[src/rtl/hmlp_pkg.sv]
package hmlp_pkg;

  // Depth of the kept data buffer; bytes past it are summed but not emitted.
  localparam int unsigned BUF_BYTES = 32;

  localparam logic [7:0] SUM_SEED  = 8'h55;
  localparam logic [7:0] CH_M      = 8'h4D;  // 'M'
  localparam logic [7:0] CH_SPACE  = 8'h20;
  localparam logic [7:0] TAG_DATA  = 8'h3A;  // ':'
  localparam logic [7:0] TAG_BITS  = 8'h23;  // '#'
  localparam logic [7:0] TAG_PULSE = 8'h21;  // '!'
  localparam logic [7:0] TAG_SUM   = 8'h2A;  // '*'

  localparam logic       KIND_DATA    = 1'b0;
  localparam logic       KIND_SUMMARY = 1'b1;

  localparam logic [1:0] STATUS_OK      = 2'd0;
  localparam logic [1:0] STATUS_SUM_BAD = 2'd1;
  localparam logic [1:0] STATUS_NOT_MSG = 2'd2;

  localparam int unsigned QUEUE_DEPTH = 4;
  localparam int unsigned QUEUE_AW    = $clog2(QUEUE_DEPTH);

  typedef enum logic [1:0] {
    PH_EXPECT_M,
    PH_EXPECT_TYPE,
    PH_BODY,
    PH_STOPPED
  } phase_t;

  typedef struct packed {
    logic       kind;
    logic [7:0] data_byte;
    logic [4:0] byte_index;
    logic [1:0] status;
    logic [7:0] message_type;
    logic [7:0] bit_total;
    logic [7:0] pulse_length;
    logic [5:0] stored_bytes;
    logic       sum_field_seen;
    logic       sum_matches;
    logic       run_last;
  } result_t;

  // Results produced by one character: count is 0, 1 or 2, first goes out first.
  typedef struct packed {
    logic [1:0] count;
    result_t    first;
    result_t    second;
  } push_t;

  // Bit 4 flags a hex digit, bits 3:0 carry its value.
  function automatic logic [4:0] hex_decode(input logic [7:0] c);
    logic [4:0] r;
    r = '0;
    if (c inside {[8'h30:8'h39]}) begin
      r = {1'b1, 4'(c - 8'h30)};
    end else if (c inside {[8'h61:8'h66]}) begin
      r = {1'b1, 4'(c - 8'h57)};
    end else if (c inside {[8'h41:8'h46]}) begin
      r = {1'b1, 4'(c - 8'h37)};
    end
    return r;
  endfunction

endpackage

[src/rtl/hmlp_parser.sv]
module hmlp_parser (
  input  logic            clk,
  input  logic            rst_n,
  input  logic            take,
  input  logic [7:0]      in_character,
  input  logic            in_line_end,
  input  logic [5:0]      max_bytes,
  output hmlp_pkg::push_t push
);
  import hmlp_pkg::*;

  localparam logic [5:0] BUF_LIMIT = 6'(BUF_BYTES);

  phase_t     phase_r, phase_nxt;
  logic [7:0] tag_r, tag_nxt;
  logic       pend_r, pend_nxt;
  logic [3:0] upper_r, upper_nxt;
  logic [7:0] sum_r, sum_nxt;
  logic [7:0] bits_r, bits_nxt;
  logic [7:0] pulse_r, pulse_nxt;
  logic [5:0] count_r, count_nxt;
  logic       seen_r, seen_nxt;
  logic       ok_r, ok_nxt;
  logic [7:0] type_r, type_nxt;
  logic       rej_r, rej_nxt;

  logic [4:0] hexd;
  logic [7:0] byte_val;
  logic [5:0] limit;
  logic       byte_done;
  logic       data_emit;
  result_t    data_res;
  result_t    summ_res;

  always_comb begin
    hexd     = hex_decode(in_character);
    byte_val = {upper_r, hexd[3:0]};
    limit    = (max_bytes < BUF_LIMIT) ? max_bytes : BUF_LIMIT;

    phase_nxt = phase_r;
    tag_nxt   = tag_r;
    pend_nxt  = pend_r;
    upper_nxt = upper_r;
    sum_nxt   = sum_r;
    bits_nxt  = bits_r;
    pulse_nxt = pulse_r;
    count_nxt = count_r;
    seen_nxt  = seen_r;
    ok_nxt    = ok_r;
    type_nxt  = type_r;
    rej_nxt   = rej_r;
    byte_done = 1'b0;
    data_emit = 1'b0;
    data_res  = '0;
    summ_res  = '0;
    push      = '0;

    case (phase_r)
      PH_EXPECT_M: begin
        if (in_character == CH_M) begin
          phase_nxt = PH_EXPECT_TYPE;
        end else begin
          rej_nxt   = 1'b1;
          phase_nxt = PH_STOPPED;
        end
      end
      PH_EXPECT_TYPE: begin
        type_nxt  = in_character;
        phase_nxt = PH_BODY;
      end
      PH_BODY: begin
        if (!pend_r) begin
          if (in_line_end || in_character <= CH_SPACE) begin
            phase_nxt = PH_STOPPED;
          end else if (hexd[4]) begin
            pend_nxt  = 1'b1;
            upper_nxt = hexd[3:0];
          end else begin
            tag_nxt = in_character;
          end
        end else begin
          pend_nxt = 1'b0;
          if (hexd[4]) begin
            byte_done = 1'b1;
          end else begin
            tag_nxt = in_character;
          end
        end
      end
      default: ;
    endcase

    if (byte_done) begin
      case (tag_r)
        TAG_DATA: begin
          if (count_r < limit) begin
            data_emit           = 1'b1;
            data_res.kind       = KIND_DATA;
            data_res.data_byte  = byte_val;
            data_res.byte_index = count_r[4:0];
            count_nxt           = count_r + 6'd1;
          end
          sum_nxt = sum_r + byte_val;
        end
        TAG_BITS: begin
          bits_nxt = byte_val;
          sum_nxt  = sum_r + byte_val;
        end
        TAG_PULSE: begin
          pulse_nxt = byte_val;
          sum_nxt   = sum_r + byte_val;
        end
        TAG_SUM: begin
          seen_nxt = 1'b1;
          ok_nxt   = (byte_val == sum_r);
        end
        default: ;
      endcase
    end

    summ_res.kind     = KIND_SUMMARY;
    summ_res.run_last = 1'b1;
    if (rej_nxt) begin
      summ_res.status = STATUS_NOT_MSG;
    end else begin
      summ_res.status         = (seen_nxt && !ok_nxt) ? STATUS_SUM_BAD : STATUS_OK;
      summ_res.message_type   = type_nxt;
      summ_res.bit_total      = bits_nxt;
      summ_res.pulse_length   = pulse_nxt;
      summ_res.stored_bytes   = count_nxt;
      summ_res.sum_field_seen = seen_nxt;
      summ_res.sum_matches    = ok_nxt;
    end

    if (data_emit && in_line_end) begin
      push.count  = 2'd2;
      push.first  = data_res;
      push.second = summ_res;
    end else if (data_emit) begin
      data_res.run_last = 1'b1;
      push.count        = 2'd1;
      push.first        = data_res;
    end else if (in_line_end) begin
      push.count = 2'd1;
      push.first = summ_res;
    end

    if (in_line_end) begin
      phase_nxt = PH_EXPECT_M;
      tag_nxt   = '0;
      pend_nxt  = 1'b0;
      upper_nxt = '0;
      sum_nxt   = SUM_SEED;
      bits_nxt  = '0;
      pulse_nxt = '0;
      count_nxt = '0;
      seen_nxt  = 1'b0;
      ok_nxt    = 1'b0;
      type_nxt  = '0;
      rej_nxt   = 1'b0;
    end

    if (!take) begin
      push.count = 2'd0;
    end
  end

  always_ff @(posedge clk) begin
    if (!rst_n) begin
      phase_r <= PH_EXPECT_M;
      tag_r   <= '0;
      pend_r  <= 1'b0;
      upper_r <= '0;
      sum_r   <= SUM_SEED;
      bits_r  <= '0;
      pulse_r <= '0;
      count_r <= '0;
      seen_r  <= 1'b0;
      ok_r    <= 1'b0;
      type_r  <= '0;
      rej_r   <= 1'b0;
    end else if (take) begin
      phase_r <= phase_nxt;
      tag_r   <= tag_nxt;
      pend_r  <= pend_nxt;
      upper_r <= upper_nxt;
      sum_r   <= sum_nxt;
      bits_r  <= bits_nxt;
      pulse_r <= pulse_nxt;
      count_r <= count_nxt;
      seen_r  <= seen_nxt;
      ok_r    <= ok_nxt;
      type_r  <= type_nxt;
      rej_r   <= rej_nxt;
    end
  end

endmodule

[src/rtl/hmlp_outq.sv]
module hmlp_outq (
  input  logic              clk,
  input  logic              rst_n,
  input  hmlp_pkg::push_t   push,
  input  logic              pop,
  output logic              room_two,
  output logic              not_empty,
  output hmlp_pkg::result_t head
);
  import hmlp_pkg::*;

  result_t               entry_r [QUEUE_DEPTH];
  logic [QUEUE_AW-1:0]   wp_r, wp_nxt;
  logic [QUEUE_AW-1:0]   rp_r, rp_nxt;
  logic [QUEUE_AW:0]     fill_r, fill_nxt;
  logic [QUEUE_AW-1:0]   wp_plus1;
  logic                  do_pop;

  always_comb begin
    do_pop   = pop && (fill_r != '0);
    wp_plus1 = wp_r + QUEUE_AW'(1);
    wp_nxt   = wp_r + QUEUE_AW'(push.count);
    rp_nxt   = do_pop ? rp_r + QUEUE_AW'(1) : rp_r;
    fill_nxt = fill_r + (QUEUE_AW + 1)'(push.count) - (QUEUE_AW + 1)'(do_pop);
  end

  assign room_two  = (fill_r <= (QUEUE_AW + 1)'(QUEUE_DEPTH - 2));
  assign not_empty = (fill_r != '0);
  assign head      = entry_r[rp_r];

  always_ff @(posedge clk) begin
    if (push.count != 2'd0) begin
      entry_r[wp_r] <= push.first;
    end
    if (push.count == 2'd2) begin
      entry_r[wp_plus1] <= push.second;
    end
  end

  always_ff @(posedge clk) begin
    if (!rst_n) begin
      wp_r   <= '0;
      rp_r   <= '0;
      fill_r <= '0;
    end else begin
      wp_r   <= wp_nxt;
      rp_r   <= rp_nxt;
      fill_r <= fill_nxt;
    end
  end

endmodule

[src/rtl/hex_message_line_parser.sv]
// A character's first result is queued when its beat is taken and is offered on the out_ port
// once it reaches the queue head. Throughput: one character per cycle while in_ready is high;
// a character that yields a data byte and the summary gives two results, and the four-entry result
// queue absorbs that burst. in_ready is low while the queue has fewer than two free entries.
// Reset (rst_n low, synchronous) returns the parser to the start of a line, empties the
// result queue and sets max_bytes to 32.
module hex_message_line_parser (
  input  logic       clk,
  input  logic       rst_n,
  input  logic       in_valid,
  output logic       in_ready,
  input  logic [7:0] in_character,
  input  logic       in_line_end,
  output logic       out_valid,
  input  logic       out_ready,
  output logic       out_kind,
  output logic [7:0] out_data_byte,
  output logic [4:0] out_byte_index,
  output logic [1:0] out_status,
  output logic [7:0] out_message_type,
  output logic [7:0] out_bit_total,
  output logic [7:0] out_pulse_length,
  output logic [5:0] out_stored_bytes,
  output logic       out_sum_field_seen,
  output logic       out_sum_matches,
  output logic       out_run_last,
  input  logic       cfg_valid,
  output logic       cfg_ready,
  input  logic [5:0] cfg_data
);
  import hmlp_pkg::*;

  // The user must write the configuration register only while the block is idle;
  // the block does not enforce this, and cfg_ready is tied high so it can always take a beat.
  logic [5:0] max_bytes_r;
  logic       take;
  logic       room_two;
  push_t      push;
  result_t    head;

  assign cfg_ready = 1'b1;

  always_ff @(posedge clk) begin
    if (!rst_n) begin
      max_bytes_r <= 6'(BUF_BYTES);
    end else if (cfg_valid) begin
      max_bytes_r <= cfg_data;
    end
  end

  // A character is taken whenever the queue can hold the two results it may
  // cause, so its results never wait to enter the queue.
  assign in_ready = room_two;
  assign take     = in_valid && room_two;

  hmlp_parser u_parser (
    .clk          (clk),
    .rst_n        (rst_n),
    .take         (take),
    .in_character (in_character),
    .in_line_end  (in_line_end),
    .max_bytes    (max_bytes_r),
    .push         (push)
  );

  // Results sit in a small queue; its head drives the out_ beat directly.
  hmlp_outq u_outq (
    .clk       (clk),
    .rst_n     (rst_n),
    .push      (push),
    .pop       (out_ready),
    .room_two  (room_two),
    .not_empty (out_valid),
    .head      (head)
  );

  assign out_kind           = head.kind;
  assign out_data_byte      = head.data_byte;
  assign out_byte_index     = head.byte_index;
  assign out_status         = head.status;
  assign out_message_type   = head.message_type;
  assign out_bit_total      = head.bit_total;
  assign out_pulse_length   = head.pulse_length;
  assign out_stored_bytes   = head.stored_bytes;
  assign out_sum_field_seen = head.sum_field_seen;
  assign out_sum_matches    = head.sum_matches;
  assign out_run_last       = head.run_last;

endmodule

[config.mk]
export PLATFORM = sky130hd
export DESIGN_NAME = hex_message_line_parser
export DESIGN_NICKNAME = d
export VERILOG_FILES = /design/src/rtl/hmlp_pkg.sv /design/src/rtl/hmlp_parser.sv /design/src/rtl/hmlp_outq.sv /design/src/rtl/hex_message_line_parser.sv
export SDC_FILE = /design/constraint.sdc
export NUM_CORES = 1
export LEC_CHECK = 0
export BUFFER_PORTS_ARGS = -buffer_cell sky130_fd_sc_hd__clkbuf_2
export CORE_ASPECT_RATIO = 1.75
export CORE_MARGIN = 10
export CORE_UTILIZATION = 45
export CTS_CLUSTER_DIAMETER = 40
export DETAILED_ROUTE_END_ITERATION = 16
export HOLD_SLACK_MARGIN = 0.1
export PLACE_DENSITY = 0.69
export SYNTH_ARGS = -nofsm -noshare
export SYNTH_HDL_FRONTEND = slang
export SYNTH_HIERARCHICAL = 1
export SYNTH_SLANG_ARGS = --single-unit
export TNS_END_PERCENT = 100
[constraint.sdc]
create_clock -name clk -period 7.8 [get_ports clk]
set_input_delay 1.56 -clock clk [delete_from_list [all_inputs] [get_ports clk]]
set_output_delay 1.56 -clock clk [all_outputs]
set_load 0.05 [all_outputs]
==> flow_metrics.env <==
export IMPL_nNetsFinal=1171
export IMPL_finalWorstPathRequiredPeriod_ns=5.87
export IMPL_clock_skew_ns=0.0156
export IMPL_route_detailed_vias_per_inst=5.72
export IMPL_fp_dieH_um=255
export IMPL_grt_ovfl_total=0
export IMPL_io_buffer_count=70
export IMPL_crit_required_ns=8.10
export IMPL_n_antenna_cell=0
export IMPL_cts_setup_buffers=0
export IMPL_synthesis_area_per_instance_um2=13.3
export IMPL_placed_cell_area_mm2=0.0149
export IMPL_outcome="finished, final reports clean"
export IMPL_post_synth_top_flop="sky130_fd_sc_hd__edfxtp_1"
export IMPL_drcViolationCount=0
export IMPL_synthArstFlopShare=0
export IMPL_synth_seq_area_share=0.515
export IMPL_fin_cells=1539
export IMPL_vias=8798
export IMPL_worst_slew_pin_transition_ns=0.952
export IMPL_synth_top_cells_by_area="sky130_fd_sc_hd__edfxtp_1 (41%), sky130_fd_sc_hd__mux2_2 (15%), sky130_fd_sc_hd__dfxtp_1 (10%)"
export IMPL_routed_wl_um=34700
export IMPL_cts_htree_levels=1
export IMPL_powerDensity_mw_per_mm2=246
export IMPL_synth_ff_latch_count=267
export IMPL_max_slew_margin_rel=0.356
export IMPL_fin_setup_tns_ns=0
export IMPL_cts_tree="done"
export IMPL_area_growth_synth_to_final_pct=11.3
export IMPL_initial_core_util=0.453
export IMPL_maximum_root_to_sink_buffer_count=3
export IMPL_post_synth_instance_area_mm2=0.0142
export IMPL_synth_largest_type_area_fraction=0.415
export IMPL_drv_cap=0
export IMPL_setup_viol=0
export IMPL_timing_final_hold_violations=0
export IMPL_std_cell_rows=86
export IMPL_timing_max_transition_violations_final=0
export IMPL_grt_antenna_before_repair=0
export IMPL_detailedPlacementHpwl_um=23600
export IMPL_clock_insertion_delay_worst_skew_ns=0.55
export IMPL_post_route_cells_drive_above_1_share=0.349
export IMPL_synth_edff_count=196
export IMPL_core_area_mm2=0.0313
export IMPL_yosys_warnings=6
export IMPL_max_vdd_ir_drop_mv=0.176
export IMPL_clkSinkCount=267
export IMPL_netlist_cell_type_count=74
export IMPL_path_clk_slew_ns=0.06
export IMPL_delay_contributed_by_the_slowest_stage_of_the_critical_path_ns=0.80
export IMPL_critical_path_cell_by_cell="clkbuf_2 -> inv_1 -> ha_1 -> nor3b_1 -> or4_1 -> a2111oi_4 -> buf_4 -> nand2_1 -> inv_1 -> ha_1 -> and2_1 -> and4bb_2 -> buf_12 -> mux2_2"
export IMPL_final_min_period_over_clock_period=0.752
export IMPL_die_x_um=154
export IMPL_groute_usage_overall=0.173
export IMPL_worst_hold_path_type="reg2reg"
export IMPL_drt_pre_antenna_iters=5
export IMPL_detail_route_antenna_nets=0
export IMPL_grt_start_max_net_pins=50
export IMPL_finalWeightedCongestion=0.845
export IMPL_synth_common_cells="sky130_fd_sc_hd__edfxtp_1 (196), sky130_fd_sc_hd__mux2_2 (186), sky130_fd_sc_hd__nor2_1 (122)"
export IMPL_setup_worst_path_end_class="flop"
export IMPL_number_of_top_level_pins=72
export IMPL_cts_hold_repair_buffers=0
export IMPL_global_route_wire_length_before_repair_um=53600
export IMPL_most_instantiated_library_cell_after_synthesis="sky130_fd_sc_hd__edfxtp_1"
export IMPL_clock_root_buffer="sky130_fd_sc_hd__clkbuf_16"
export IMPL_worst_endpoint_arrival_ns=6.17
export IMPL_fillerInstances=2641
export IMPL_numPlacedInstances=1487
export IMPL_detail_route_iter0_violations=512
export IMPL_crit_fanout=27
export IMPL_synth_cells=1065
export IMPL_critical_path_class="in2reg"
export IMPL_number_of_global_route_vias_before_repair=9295
export IMPL_yosysTopAreaCell="sky130_fd_sc_hd__edfxtp_1"
export IMPL_clock_fmax_ghz=0.170
export IMPL_cp_slowest_cell="sky130_fd_sc_hd__and4bb_2"
export IMPL_critPathLaunchType="primary input"
export IMPL_design_area_mm2=0.0158
export IMPL_setup_repair_after_global_routing_missed_its_margin="no"
export IMPL_total_leakage_power_nw=5.70
export IMPL_cts_buffers_inserted=29
export IMPL_post_cts_resize_count=0
export IMPL_routedWlPerCell_um=22.5
export IMPL_fin_hold_ws_ns=0.482
export IMPL_die_area_mm2=0.0393
[area by class of cell]
| class | instances | area, µm² | area share |
|---|---|---|---|
| Tap cell | 396 | 495 | 0.0314 |
| Inverter | 23 | 86.3 | 0.00547 |
| Sequential cell | 267 | 7310 | 0.463 |
| Timing Repair Buffer | 92 | 553 | 0.0350 |
| Multi-Input combinational cell | 709 | 6430 | 0.407 |
| Clock inverter | 17 | 120 | 0.00761 |
| Clock buffer | 35 | 790 | 0.0500 |
[per-stage QoR]
stage                      util  power, mW  setup slack (ns)
final                     0.504       3.89              1.93
after global routing      0.504       4.03              1.69
after CTS                 0.504       3.94              1.99
after detailed placement  0.475       2.63              1.41
after global placement    0.475       2.62              1.50
after floorplan               -       2.38             0.688
[flip-flops by register name (all words and copies together), names as in the netlist, named ones only]
signal            count
max_bytes_r           6
u_outq/entry_r      196
u_outq/fill_r         3
u_outq/rp_r           2
u_outq/wp_r           2
u_parser/bits_r       8
u_parser/count_r      6
u_parser/ok_r         1
u_parser/pend_r       1
u_parser/phase_r      2
u_parser/pulse_r      8
u_parser/rej_r        1
u_parser/seen_r       1
u_parser/sum_r        8
u_parser/tag_r        8
u_parser/type_r       8
u_parser/upper_r      4
[cell usage in the layout, fill, tap and decap left out, types with 3 or more instances in the layout]
master | Yosys | final
sky130_fd_sc_hd__or4b_2 | 3 | 3
sky130_fd_sc_hd__clkbuf_2 | 1 | 70
sky130_fd_sc_hd__a22oi_1 | 22 | 22
sky130_fd_sc_hd__mux2_1 | 10 | 10
sky130_fd_sc_hd__clkinv_2 | 0 | 5
sky130_fd_sc_hd__nor3_1 | 6 | 6
sky130_fd_sc_hd__inv_1 | 22 | 22
sky130_fd_sc_hd__o21ai_1 | 5 | 5
sky130_fd_sc_hd__buf_4 | 25 | 19
sky130_fd_sc_hd__mux2i_1 | 47 | 47
sky130_fd_sc_hd__a41oi_1 | 3 | 3
sky130_fd_sc_hd__inv_4 | 0 | 3
sky130_fd_sc_hd__nand4_1 | 4 | 4
sky130_fd_sc_hd__clkinvlp_4 | 0 | 4
sky130_fd_sc_hd__a21oi_1 | 20 | 18
sky130_fd_sc_hd__and2_1 | 10 | 10
sky130_fd_sc_hd__o21ai_0 | 17 | 17
sky130_fd_sc_hd__nor2_1 | 122 | 121
sky130_fd_sc_hd__clkbuf_16 | 0 | 30
sky130_fd_sc_hd__ha_1 | 27 | 27
sky130_fd_sc_hd__mux2_2 | 186 | 186
sky130_fd_sc_hd__a32oi_1 | 3 | 3
sky130_fd_sc_hd__nor2b_1 | 22 | 21
sky130_fd_sc_hd__clkbuf_1 | 27 | 3
sky130_fd_sc_hd__mux4_2 | 49 | 49
sky130_fd_sc_hd__xor2_1 | 8 | 8
sky130_fd_sc_hd__nand4b_1 | 4 | 4
sky130_fd_sc_hd__nor4b_1 | 3 | 3
sky130_fd_sc_hd__xnor2_1 | 4 | 4
sky130_fd_sc_hd__buf_12 | 0 | 3
sky130_fd_sc_hd__nand2_1 | 25 | 25
sky130_fd_sc_hd__conb_1 | 2 | 14
sky130_fd_sc_hd__edfxtp_1 | 196 | 196
sky130_fd_sc_hd__nor3b_1 | 3 | 3
sky130_fd_sc_hd__dfxtp_1 | 71 | 69
sky130_fd_sc_hd__and3_1 | 12 | 12
sky130_fd_sc_hd__nand3_1 | 16 | 16
sky130_fd_sc_hd__or3_1 | 6 | 6
sky130_fd_sc_hd__nand2b_1 | 6 | 6
sky130_fd_sc_hd__or3b_2 | 3 | 3
[power breakdown]
group	leakage, nW	internal, mW	switching [mW]
combinational	2.82	0.287	0.644
sequential	2.44	1.59	0.0609
clock	0.444	0.729	0.578
[cells by family after synthesis]
group                      Yosys count  share of synthesized area
muxes                              292                      0.267
buffers and inverters              101                     0.0374
adders and majority gates           29                     0.0266
xor gates and xnor gates            14                     0.0106
other                                2                   0.000529
AOI/OAI and AO/OA                  101                     0.0504
and+or+nand+nor                    259                     0.0930
DFF                                267                      0.515
[critical path, delay by kind of cell]
family	cells	cell delay, ns
compound gates	1	0.41
fa+ha+maj	2	0.66
buf+inv	5	1.09
mux	1	0.35
simple gates	5	2.04
[final timing paths]
kind	startpoint	endpoint	slack (ns)	depth (start not counted)
worst max-delay path	in_character[0]	u_outq/entry_r[2][45]	1.93	14
worst min-delay path	u_outq/rp_r[1]	flop	0.48	2
worst max register to register	u_parser/tag_r[7]	u_outq/entry_r[2][45]	2.82	11
worst min register to register	u_outq/rp_r[1]	flop	0.48	2
[layer usage]
metal	vias to the layer above	wire, µm	GRT usage
li1	4159	-	-
met1	4400	12900	0.180
met2	180	18900	0.328
met3	59	1220	0.0234
met4	0	1670	0.0891
met5	-	0	0
No activity file was read; power rests on OpenSTA's default activity.
